## src/sv/mrcc_pkg.sv

```systemverilog
// Shared types, constants and field helpers for the mask row/column centreline block.
// No dependencies; every other file of the block but mrcc_ram imports this package.
package mrcc_pkg;

   localparam int DEFAULT_MAX_COLS = 4096;
   localparam int DEFAULT_MAX_ROWS = 4096;

   localparam int FIELD_W     = 12;
   localparam int CSR_INDEX_W = 1;
   localparam int CSR_DATA_W  = 13;

   localparam logic [CSR_INDEX_W-1:0] CSR_IMAGE_WIDTH  = 1'd0;
   localparam logic [CSR_INDEX_W-1:0] CSR_IMAGE_HEIGHT = 1'd1;

   localparam logic [CSR_DATA_W-1:0] RESET_IMAGE_WIDTH  = 13'd1024;
   localparam logic [CSR_DATA_W-1:0] RESET_IMAGE_HEIGHT = 13'd1024;

   localparam logic RESULT_ROW    = 1'b0;
   localparam logic RESULT_COLUMN = 1'b1;

   typedef struct packed {
      logic pixel_valid;
   } req_payload_type;

   typedef struct packed {
      logic               result_kind;
      logic [FIELD_W-1:0] line_index;
      logic [FIELD_W-1:0] center;
      logic [FIELD_W-1:0] extent;
      logic               run_last;
      logic               image_done;
   } rsp_payload_type;

   // Per-pixel control flags handed from the scan counters to the column stage.
   typedef struct packed {
      logic pixel;
      logic row_end;
      logic last_row;
      logic first_row;
   } item_flags_type;

   // Up to two results caused by one pixel, in delivery order.
   typedef struct packed {
      rsp_payload_type first;
      rsp_payload_type second;
      logic [1:0]      count;
   } result_pair_type;

   function automatic logic [FIELD_W-1:0] field_of(input logic [31:0] value);
      return value[FIELD_W-1:0];
   endfunction

   function automatic logic [FIELD_W-1:0] mid_field(input logic [31:0] least,
                                                    input logic [31:0] greatest);
      logic [31:0] sum;
      sum = (least + greatest) >> 1;
      return sum[FIELD_W-1:0];
   endfunction

   function automatic logic [FIELD_W-1:0] span_field(input logic [31:0] least,
                                                     input logic [31:0] greatest);
      logic [31:0] diff;
      diff = (greatest > least) ? (greatest - least) : 32'd0;
      return diff[FIELD_W-1:0];
   endfunction

endpackage

```

## src/sv/mrcc_chan_if.sv

```systemverilog
// Valid/ready channel carrying one word of a payload type per handshake.
// Depends on mrcc_pkg for the default payload type.
interface mrcc_chan_if import mrcc_pkg::*; #(parameter type payload_type = req_payload_type) ();
   logic        valid;
   logic        ready;
   payload_type payload;

   modport source (output valid, output payload, input ready);
   modport sink   (input valid, input payload, output ready);
endinterface

```

## src/sv/mrcc_scan.sv

```systemverilog
// Image geometry registers, raster position counters and the row min/max tracker.
// Depends on mrcc_pkg and mrcc_chan_if.
module mrcc_scan import mrcc_pkg::*; #(
   parameter int MAX_COLS = DEFAULT_MAX_COLS,
   parameter int MAX_ROWS = DEFAULT_MAX_ROWS,
   localparam int CW = (MAX_COLS > 1) ? $clog2(MAX_COLS) : 1,
   localparam int RW = (MAX_ROWS > 1) ? $clog2(MAX_ROWS) : 1
) (
   input  logic                   clock,
   input  logic                   reset,
   input  logic                   csr_we,
   input  logic [CSR_INDEX_W-1:0] csr_index,
   input  logic [CSR_DATA_W-1:0]  csr_wdata,
   mrcc_chan_if.sink              req_chan,
   input  logic                   item_ready,
   output logic                   accept,
   output item_flags_type         flags,
   output logic [CW-1:0]          col,
   output logic [RW-1:0]          row,
   output logic [CW:0]            row_least,
   output logic [CW-1:0]          row_greatest,
   output logic [RW:0]            eff_height
);

   logic [CSR_DATA_W-1:0] width_ff, width_in;
   logic [CSR_DATA_W-1:0] height_ff, height_in;
   logic [CW-1:0]         col_ff, col_in;
   logic [RW-1:0]         row_ff, row_in;
   logic [CW:0]           rl_ff, rl_in;
   logic [CW-1:0]         rg_ff, rg_in;
   logic                  fresh_ff, fresh_in;

   logic [CW:0]   w_eff;
   logic [RW:0]   h_eff;
   logic [CW:0]   rl_cur, rl_upd;
   logic [CW-1:0] rg_cur, rg_upd;
   logic          pix, row_end, last_row;

   // A size of zero counts as one; a size beyond the store depth is clamped to it.
   always_comb begin
      if (width_ff == '0) begin
         w_eff = (CW+1)'(1);
      end else if (32'(width_ff) > 32'(MAX_COLS)) begin
         w_eff = (CW+1)'(MAX_COLS);
      end else begin
         w_eff = (CW+1)'(width_ff);
      end
      if (height_ff == '0) begin
         h_eff = (RW+1)'(1);
      end else if (32'(height_ff) > 32'(MAX_ROWS)) begin
         h_eff = (RW+1)'(MAX_ROWS);
      end else begin
         h_eff = (RW+1)'(height_ff);
      end
   end

   assign pix      = req_chan.payload.pixel_valid;
   assign row_end  = ((CW+1)'(col_ff) + (CW+1)'(1)) == w_eff;
   assign last_row = ((RW+1)'(row_ff) + (RW+1)'(1)) == h_eff;
   assign accept   = req_chan.valid && item_ready;
   assign req_chan.ready = item_ready;

   // The fresh flag stands for an empty row: least reads as the width and greatest as zero.
   assign rl_cur = fresh_ff ? w_eff : rl_ff;
   assign rg_cur = fresh_ff ? '0 : rg_ff;
   assign rl_upd = (pix && ((CW+1)'(col_ff) < rl_cur)) ? (CW+1)'(col_ff) : rl_cur;
   assign rg_upd = (pix && (col_ff > rg_cur)) ? col_ff : rg_cur;

   always_comb begin
      width_in  = width_ff;
      height_in = height_ff;
      col_in    = col_ff;
      row_in    = row_ff;
      rl_in     = rl_ff;
      rg_in     = rg_ff;
      fresh_in  = fresh_ff;
      if (csr_we) begin
         case (csr_index)
            CSR_IMAGE_WIDTH: begin
               width_in = csr_wdata;
            end
            CSR_IMAGE_HEIGHT: begin
               height_in = csr_wdata;
            end
            default: begin
            end
         endcase
         col_in   = '0;
         row_in   = '0;
         fresh_in = 1'b1;
      end else if (accept) begin
         if (row_end) begin
            col_in   = '0;
            row_in   = last_row ? '0 : row_ff + RW'(1);
            fresh_in = 1'b1;
         end else begin
            col_in   = col_ff + CW'(1);
            rl_in    = rl_upd;
            rg_in    = rg_upd;
            fresh_in = 1'b0;
         end
      end
   end

   always_ff @(posedge clock) begin
      if (reset) begin
         width_ff  <= RESET_IMAGE_WIDTH;
         height_ff <= RESET_IMAGE_HEIGHT;
         col_ff    <= '0;
         row_ff    <= '0;
         fresh_ff  <= 1'b1;
      end else begin
         width_ff  <= width_in;
         height_ff <= height_in;
         col_ff    <= col_in;
         row_ff    <= row_in;
         fresh_ff  <= fresh_in;
      end
      rl_ff <= rl_in;
      rg_ff <= rg_in;
   end

   assign flags.pixel     = pix;
   assign flags.row_end   = row_end;
   assign flags.last_row  = last_row;
   assign flags.first_row = (row_ff == '0);
   assign col          = col_ff;
   assign row          = row_ff;
   assign row_least    = rl_upd;
   assign row_greatest = rg_upd;
   assign eff_height   = h_eff;

   a_col_in_range: assert property (@(posedge clock) disable iff (reset)
      (CW+1)'(col_ff) < w_eff)
      else $error("column counter outside the image width");

   a_image_wrap: assert property (@(posedge clock) disable iff (reset)
      accept && row_end && last_row && !csr_we |=> (row_ff == '0) && (col_ff == '0))
      else $error("raster position did not wrap after the final pixel");

endmodule

```

## src/flat_wrapper.sv

```systemverilog
// flat-port wrapper written by rule: the top's interface ports become plain ports
module mrcc_scan_flat import mrcc_pkg::*;
#(
   parameter int MAX_COLS = DEFAULT_MAX_COLS,
   parameter int MAX_ROWS = DEFAULT_MAX_ROWS,
   localparam int CW = (MAX_COLS > 1) ? $clog2(MAX_COLS) : 1,
   localparam int RW = (MAX_ROWS > 1) ? $clog2(MAX_ROWS) : 1
)
  (clock, reset, csr_we, csr_index, csr_wdata, item_ready, accept, flags, col, row, row_least, row_greatest, eff_height, req_chan_valid, req_chan_payload, req_chan_ready);
  mrcc_chan_if req_chan_i ();
  input  logic clock;
  input  logic reset;
  input  logic csr_we;
  input  logic [CSR_INDEX_W-1:0] csr_index;
  input  logic [CSR_DATA_W-1:0] csr_wdata;
  input  logic item_ready;
  output logic accept;
  output item_flags_type flags;
  output logic [CW-1:0] col;
  output logic [RW-1:0] row;
  output logic [CW:0] row_least;
  output logic [CW-1:0] row_greatest;
  output logic [RW:0] eff_height;
  input wire logic [$bits(req_chan_i.valid)-1:0] req_chan_valid;
  input wire logic [$bits(req_chan_i.payload)-1:0] req_chan_payload;
  output wire logic [$bits(req_chan_i.ready)-1:0] req_chan_ready;
  assign req_chan_i.valid = req_chan_valid;
  assign req_chan_i.payload = req_chan_payload;
  assign req_chan_ready = req_chan_i.ready;
  mrcc_scan #(.MAX_COLS(MAX_COLS), .MAX_ROWS(MAX_ROWS)) u_core (.clock(clock), .reset(reset), .csr_we(csr_we), .csr_index(csr_index), .csr_wdata(csr_wdata), .req_chan(req_chan_i), .item_ready(item_ready), .accept(accept), .flags(flags), .col(col), .row(row), .row_least(row_least), .row_greatest(row_greatest), .eff_height(eff_height));
endmodule
```

## config.mk

```make
export PLATFORM = sky130hd
export DESIGN_NAME = mrcc_scan_flat
export DESIGN_NICKNAME = d
export VERILOG_FILES = /design/src/sv/mrcc_pkg.sv /design/src/sv/mrcc_chan_if.sv /design/src/sv/mrcc_scan.sv /design/src/flat_wrapper.sv
export SDC_FILE = /design/constraint.sdc
export NUM_CORES = 1
export LEC_CHECK = 0
export CORE_MARGIN = 8
export CORE_UTILIZATION = 45
export DETAILED_ROUTE_END_ITERATION = 12
export DONT_BUFFER_PORTS = 1
export PLACE_DENSITY = 0.71
export SLEW_MARGIN = 15
export SYNTH_ARGS = -nofsm -noshare
export SYNTH_HDL_FRONTEND = slang
export SYNTH_SLANG_ARGS = --single-unit
```

## constraint.sdc

```tcl
create_clock -name clock -period 5.7 [get_ports clock]
set_input_delay 0.57 -clock clock [delete_from_list [all_inputs] [get_ports clock]]
set_output_delay 0.57 -clock clock [all_outputs]
set_load 0.1 [all_outputs]
```

# Word-level counts from Yosys, hierarchy flattened
# Cells that the tools add are included.
[totals] register_bits=76 input_bits=20
[op_classes] n_addsub=4 magnitude_cmp=4 n_eq_ne=2 n_mux=11 n_bitwise=3 reduce_logical=11
[op_table] operator="$mux W13" count=6
[op_table] operator="$mux W12" count=4
[op_table] operator="$add A12 B1 Y13 const B" count=2
[op_table] operator="$eq A13 B13 Y1" count=2
[op_table] operator="$gt A13 B13 Y1 const B" count=2
[op_table] operator="$logic_not A13 Y1" count=2
[op_table] operator="$add A12 B1 Y12 const B" count=2
[op_table] operator="$lt A12 B13 Y1" count=1
[op_table] operator="$gt A12 B12 Y1" count=1
[op_table] operator="$logic_not A12 Y1" count=1
[op_table] operator="$reduce_and A2 Y1" count=3
[op_table] operator="$logic_and A1 B1 Y1" count=3
[op_table] operator="$not A1 Y1" count=3
[op_table] operator="$reduce_and A3 Y1" count=1
[op_table] operator="$reduce_or A2 Y1" count=1
[op_table] operator="$mux W1" count=1

# Depth between registers and ports, before layout
[logic_depth] ltp_word=7 ltp_mapped=14 mapped_depth_nobuf=11

# Least setup slack after synthesis
# OpenSTA, ideal clock, no wires.
[synth_timing] path_type="flip-flop to output port" startpoint="register u_core.col_ff[6], in the netlist u_core.col[6]" endpoint="output row_least[10]" arrival_ns=4.698 t_required_ns=5.130 setup_slack_ns=0.432 path_stages_with_launch=11 n_path_buf=1 path_cell_list="dfxtp_1 > ha_1 > a21o_1 > a21o_1 > a21oi_1 > nor2b_1 > o21ai_0 > a21oi_1 > nor3b_1 > clkbuf_1 > mux2i_1"
[synth_via] elab_chain_len=3
[synth_lines] element="from (decl)" line="mrcc_scan.sv:27" source="logic [CW-1:0] col_ff, col_in;"
[synth_lines] element="from (signal assigned)" line="mrcc_scan.sv:115" source="col_ff <= col_in;"
[synth_lines] element="$lt A12 B13 Y1" line="mrcc_scan.sv:66" source="assign rl_upd = (pix && ((CW+1)'(col_ff) < rl_cur)) ? (CW+1)'(col_ff) : rl_cur;"
[synth_lines] element="$logic_and A1 B1 Y1" line="mrcc_scan.sv:66"
[synth_lines] element="$mux W13" line="mrcc_scan.sv:66"
[synth_lines] element="to (decl)" line="flat_wrapper.sv:21" source="output logic [CW:0] row_least;"
# Every way passes these cells.

# Final worst setup path
[layout_timing] startpoint="register u_core.fresh_ff" endpoint="output row_least[10]"
[layout_via] elab_chain_len=4
[layout_lines] element="from (decl)" line="mrcc_scan.sv:31" source="logic fresh_ff, fresh_in;"
[layout_lines] element="from (signal assigned)" line="mrcc_scan.sv:117" source="fresh_ff <= fresh_in;"
[layout_lines] element="$mux W13 (*)" line="mrcc_scan.sv:64" source="assign rl_cur = fresh_ff ? w_eff : rl_ff;"
[layout_lines] element="$lt A12 B13 Y1" line="mrcc_scan.sv:66"
[layout_lines] element="$logic_and A1 B1 Y1" line="mrcc_scan.sv:66"
[layout_lines] element="$mux W13 (*)" line="mrcc_scan.sv:66"
# Mark *: on every way between the ends. The rest lies on a longest branch, timed or not.

==> reports/results.ini <==
[cts]
ctsLongestPathBuffers=2
clock_latency_ns=0.35
htreeDepth=3
clk_pin_slew_ns=0.06
cts-root-buf=clkbuf_16
cts_buffers=9
cts.sinks=76
cts_tree=built
cts_resized=0
hold_buffers=0
post_cts.repair.setup_buffers=0

[drt]
detail_route.vias_per_cell=6.28
avgRoutedWirePerCell_um=20.6
drtAntennaViolNets=0
wl_mm=16.4
drcViolationCount=0
firstDrtPassIters=6
first_iter_violations=556
vias=4997

[logic_synthesis]
synth.top_cells.by_area=dfxtp_1 (19%), edfxtp_1 (14%), nand2_1 (6.6%), mux2i_1 (6.3%), ha_1 (6.2%)
yosys_register_bits=76
yosys_warnings=0
post_synth_num_cell_types=67
synth_flop_cell=dfxtp_1
synth_area_um2=5260
syn-num-nets=674
synth_top_cell_by_area=dfxtp_1
yosysTopAreaCellShare_pct=19.4
synth-edff-count=25
syn-instance-count=628
avgSynthCellArea_um2=8.38
seq_area_frac_synth_pct=33.7
async_flop_share_pct=0

[floorplanning]
dieArea_um2=15400
io_pins=88
die_w_um=124
rows=39
core_um2=11400
start_util_pct=46.1
die_y_um=124

[layout]
nNetsFinal=695
syn_to_final_growth_pct=19.7
drive_gt1_share_pct=19.9
fillers=1046
antennaDiodeCount=0
multi_input_area_um2=3380
regArea_um2=1770
postLayoutCellArea_um2=6300

[pwr]
p_sw_mw=0.435
p_int_mw=0.998
combPwrFrac_pct=17.8
max-vdd-ir-drop_mv=0.296
swShare_pct=30.4
p_leak_nw=2.40
p_seq_share_pct=41.4
power_frac_clock_pct=40.8
power.density_nw_per_um2=228

[min_path]
hp-class=input port to flip-flop

[sta]
worst_pin_slew_ns=1.17
timing.final.crit_period_ns=4.94
fin_skew_ns=0.00642
tns_ns=0
fmax_mhz=202
relSlewSlack_pct=21.4
rsz0062_at_grt=no
period_share_pct=86.7
slew_viol_final=0
finalSetupViolCount=0
hold_violations=0

[global_routing]
grt_pass1_wl_mm=25.4
grt.met3_usage_pct=7.48
grt_max_degree=29
track_usage_pct=21.3
gr-usage-met2_pct=32.7
antenna_found_initial=0
met1_usage_pct=27.5
gr-max-usage-layer=met2
grt_pass1_vias=4699
grt_overflow=0

[outcome]
outcome=completed

[placed_design]
port-buffer-count=0
gp_congestion=0.939
place_area_um2=6000
place_hpwl_mm=12.3

[worst_setup_path]
crit_arrival_ns=4.37
endpoint_kind=output port
crit_required_ns=5.13
worstPathCellList=buf_4, nor2b_1, a31oi_1, ha_1, a21o_1, a21o_1, a21oi_1, nor2b_1, o21ai_0, a21oi_1, nor3b_2, buf_4, mux2i_4
worst_path_max_delay_cell=dfxtp_1
slowest_delay_ns=0.85
path_class=flip-flop to output port
worstSetupStartpointType=flip-flop
crit_path_max_fanout=21

[flow_run]
drv_cap=0

==> through the flow <==
| step | util, % | hold slack (ns) | setup slack [ns] | power [mW] | instances |
|---|---|---|---|---|---|
| global placement | 52.5 | 0.453 | 1.44 | 0.853 | 781 |
| detailed placement | 52.5 | 0.465 | 1.20 | 0.858 | 781 |
| floorplan | - | 0.444 | 0.432 | 0.797 | 628 |
| global route | 55.2 | 0.256 | 0.543 | 1.48 | 796 |
| CTS | 55.2 | 0.263 | 0.776 | 1.44 | 796 |
| finish | 55.2 | 0.275 | 0.759 | 1.43 | 796 |
==> power groups by stage <==
| stage | clock (mW) | combinational, mW | sequential, mW |
|---|---|---|---|
| 2_1_floorplan | 0 | 0.202 | 0.595 |
| 3_3_place_gp | 0 | 0.249 | 0.604 |
| 3_5_place_dp | 0 | 0.254 | 0.604 |
| 4_1_cts | 0.594 | 0.255 | 0.593 |
| 5_1_grt | 0.616 | 0.269 | 0.595 |
| 6_report | 0.584 | 0.256 | 0.593 |
==> state kept, by name, summed over array words and instances (netlist names) <==
register / flops
u_core.col: 12
u_core.fresh_ff: 1
u_core.height_ff: 13
u_core.rg_ff: 12
u_core.rl_ff: 13
u_core.row: 12
u_core.width_ff: 13
==> cell usage in the layout, fill, tap and decap left out, types with 14 or more instances in the layout <==
cell / netlist / layout
edfxtp_1: 25 / 25
mux2i_2: 0 / 15
nor2b_1: 25 / 15
inv_1: 28 / 28
buf_4: 7 / 48
nand2_1: 93 / 93
o21ai_0: 17 / 17
ha_1: 26 / 26
a21oi_1: 50 / 49
xnor2_1: 14 / 14
nand3_1: 28 / 28
nand2b_1: 15 / 15
dfxtp_1: 51 / 50
nor2_1: 22 / 20
==> metal layers <==
metal | part of all wire [%] | up-vias | wire length, um
li1 | - | 2309 | -
met1 | 41 | 2394 | 6660
met2 | 46 | 264 | 7530
met3 | 11 | 30 | 1840
met4 | 2.0 | 0 | 332
met5 | 0 | - | 0
==> critical path, delay by kind of cell (launching register included) <==
kind / cells / cell delay (ns)
mux: 1 / 0.78
buf+inv: 2 / 0.63
fa+ha+maj: 1 / 0.32
compound gates: 6 / 1.06
flops: 1 / 0.85
simple gates: 3 / 0.37
==> worst paths after layout <==
check	startpoint	to	slack (ns)	depth (start not counted)
max	u_core.fresh_ff	row_least[10]	0.76	13
min	reset	u_core.height_ff[12]	0.27	1
min reg2reg	u_core.height_ff[8]	u_core.height_ff[8]	0.48	2
max reg2reg	u_core.fresh_ff	u_core.rl_ff[10]	1.36	13
==> area by class of cell <==
| type | instances | share of cell area [%] |
|---|---|---|
| Clock buffer | 11 | 4.37 |
| Multi-Input combinational cell | 478 | 53.7 |
| Timing Repair Buffer | 55 | 8.78 |
| Clock inverter | 4 | 0.457 |
| Sequential cell | 76 | 28.1 |
| Tap cell | 143 | 2.84 |
| Inverter | 29 | 1.73 |
==> cells in the mapped netlist (3+ instances only) <==
cell,n
xnor3_1,3
buf_2,10
a21o_1,11
a211oi_1,3
mux2i_1,33
xor2_1,3
clkbuf_1,26
xnor2_1,14
nor3b_1,3
a22oi_1,3
nand4_1,13
nor2_1,22
a2bb2oi_1,6
nand3_1,28
and3_1,9
o31ai_2,4
o22ai_1,3
or3_1,4
edfxtp_1,25
buf_4,7
nand2b_1,15
inv_1,28
ha_1,26
a31oi_1,13
nor2b_1,25
a21oi_1,50
nor4_1,11
nand2_1,93
o21ai_1,3
o31ai_1,3
and4_1,4
dfxtp_1,51
o21ai_0,17
mux2_2,3
nor3_1,12
and2_1,3
==> cell families (layout without fill, tap and decap cells) <==
| group | Yosys count | count (layout) | share of synthesized area, % |
|---|---|---|---|
| compound gates | 140 | 140 | 17.6 |
| xor+xnor | 21 | 21 | 4.56 |
| fa+ha+maj | 26 | 26 | 6.18 |
| buf+inv | 74 | 99 | 6.16 |
| flops | 76 | 76 | 33.7 |
| mux | 36 | 36 | 6.92 |
| simple gates | 255 | 255 | 25.0 |
Power figures use the tool's default switching activity.
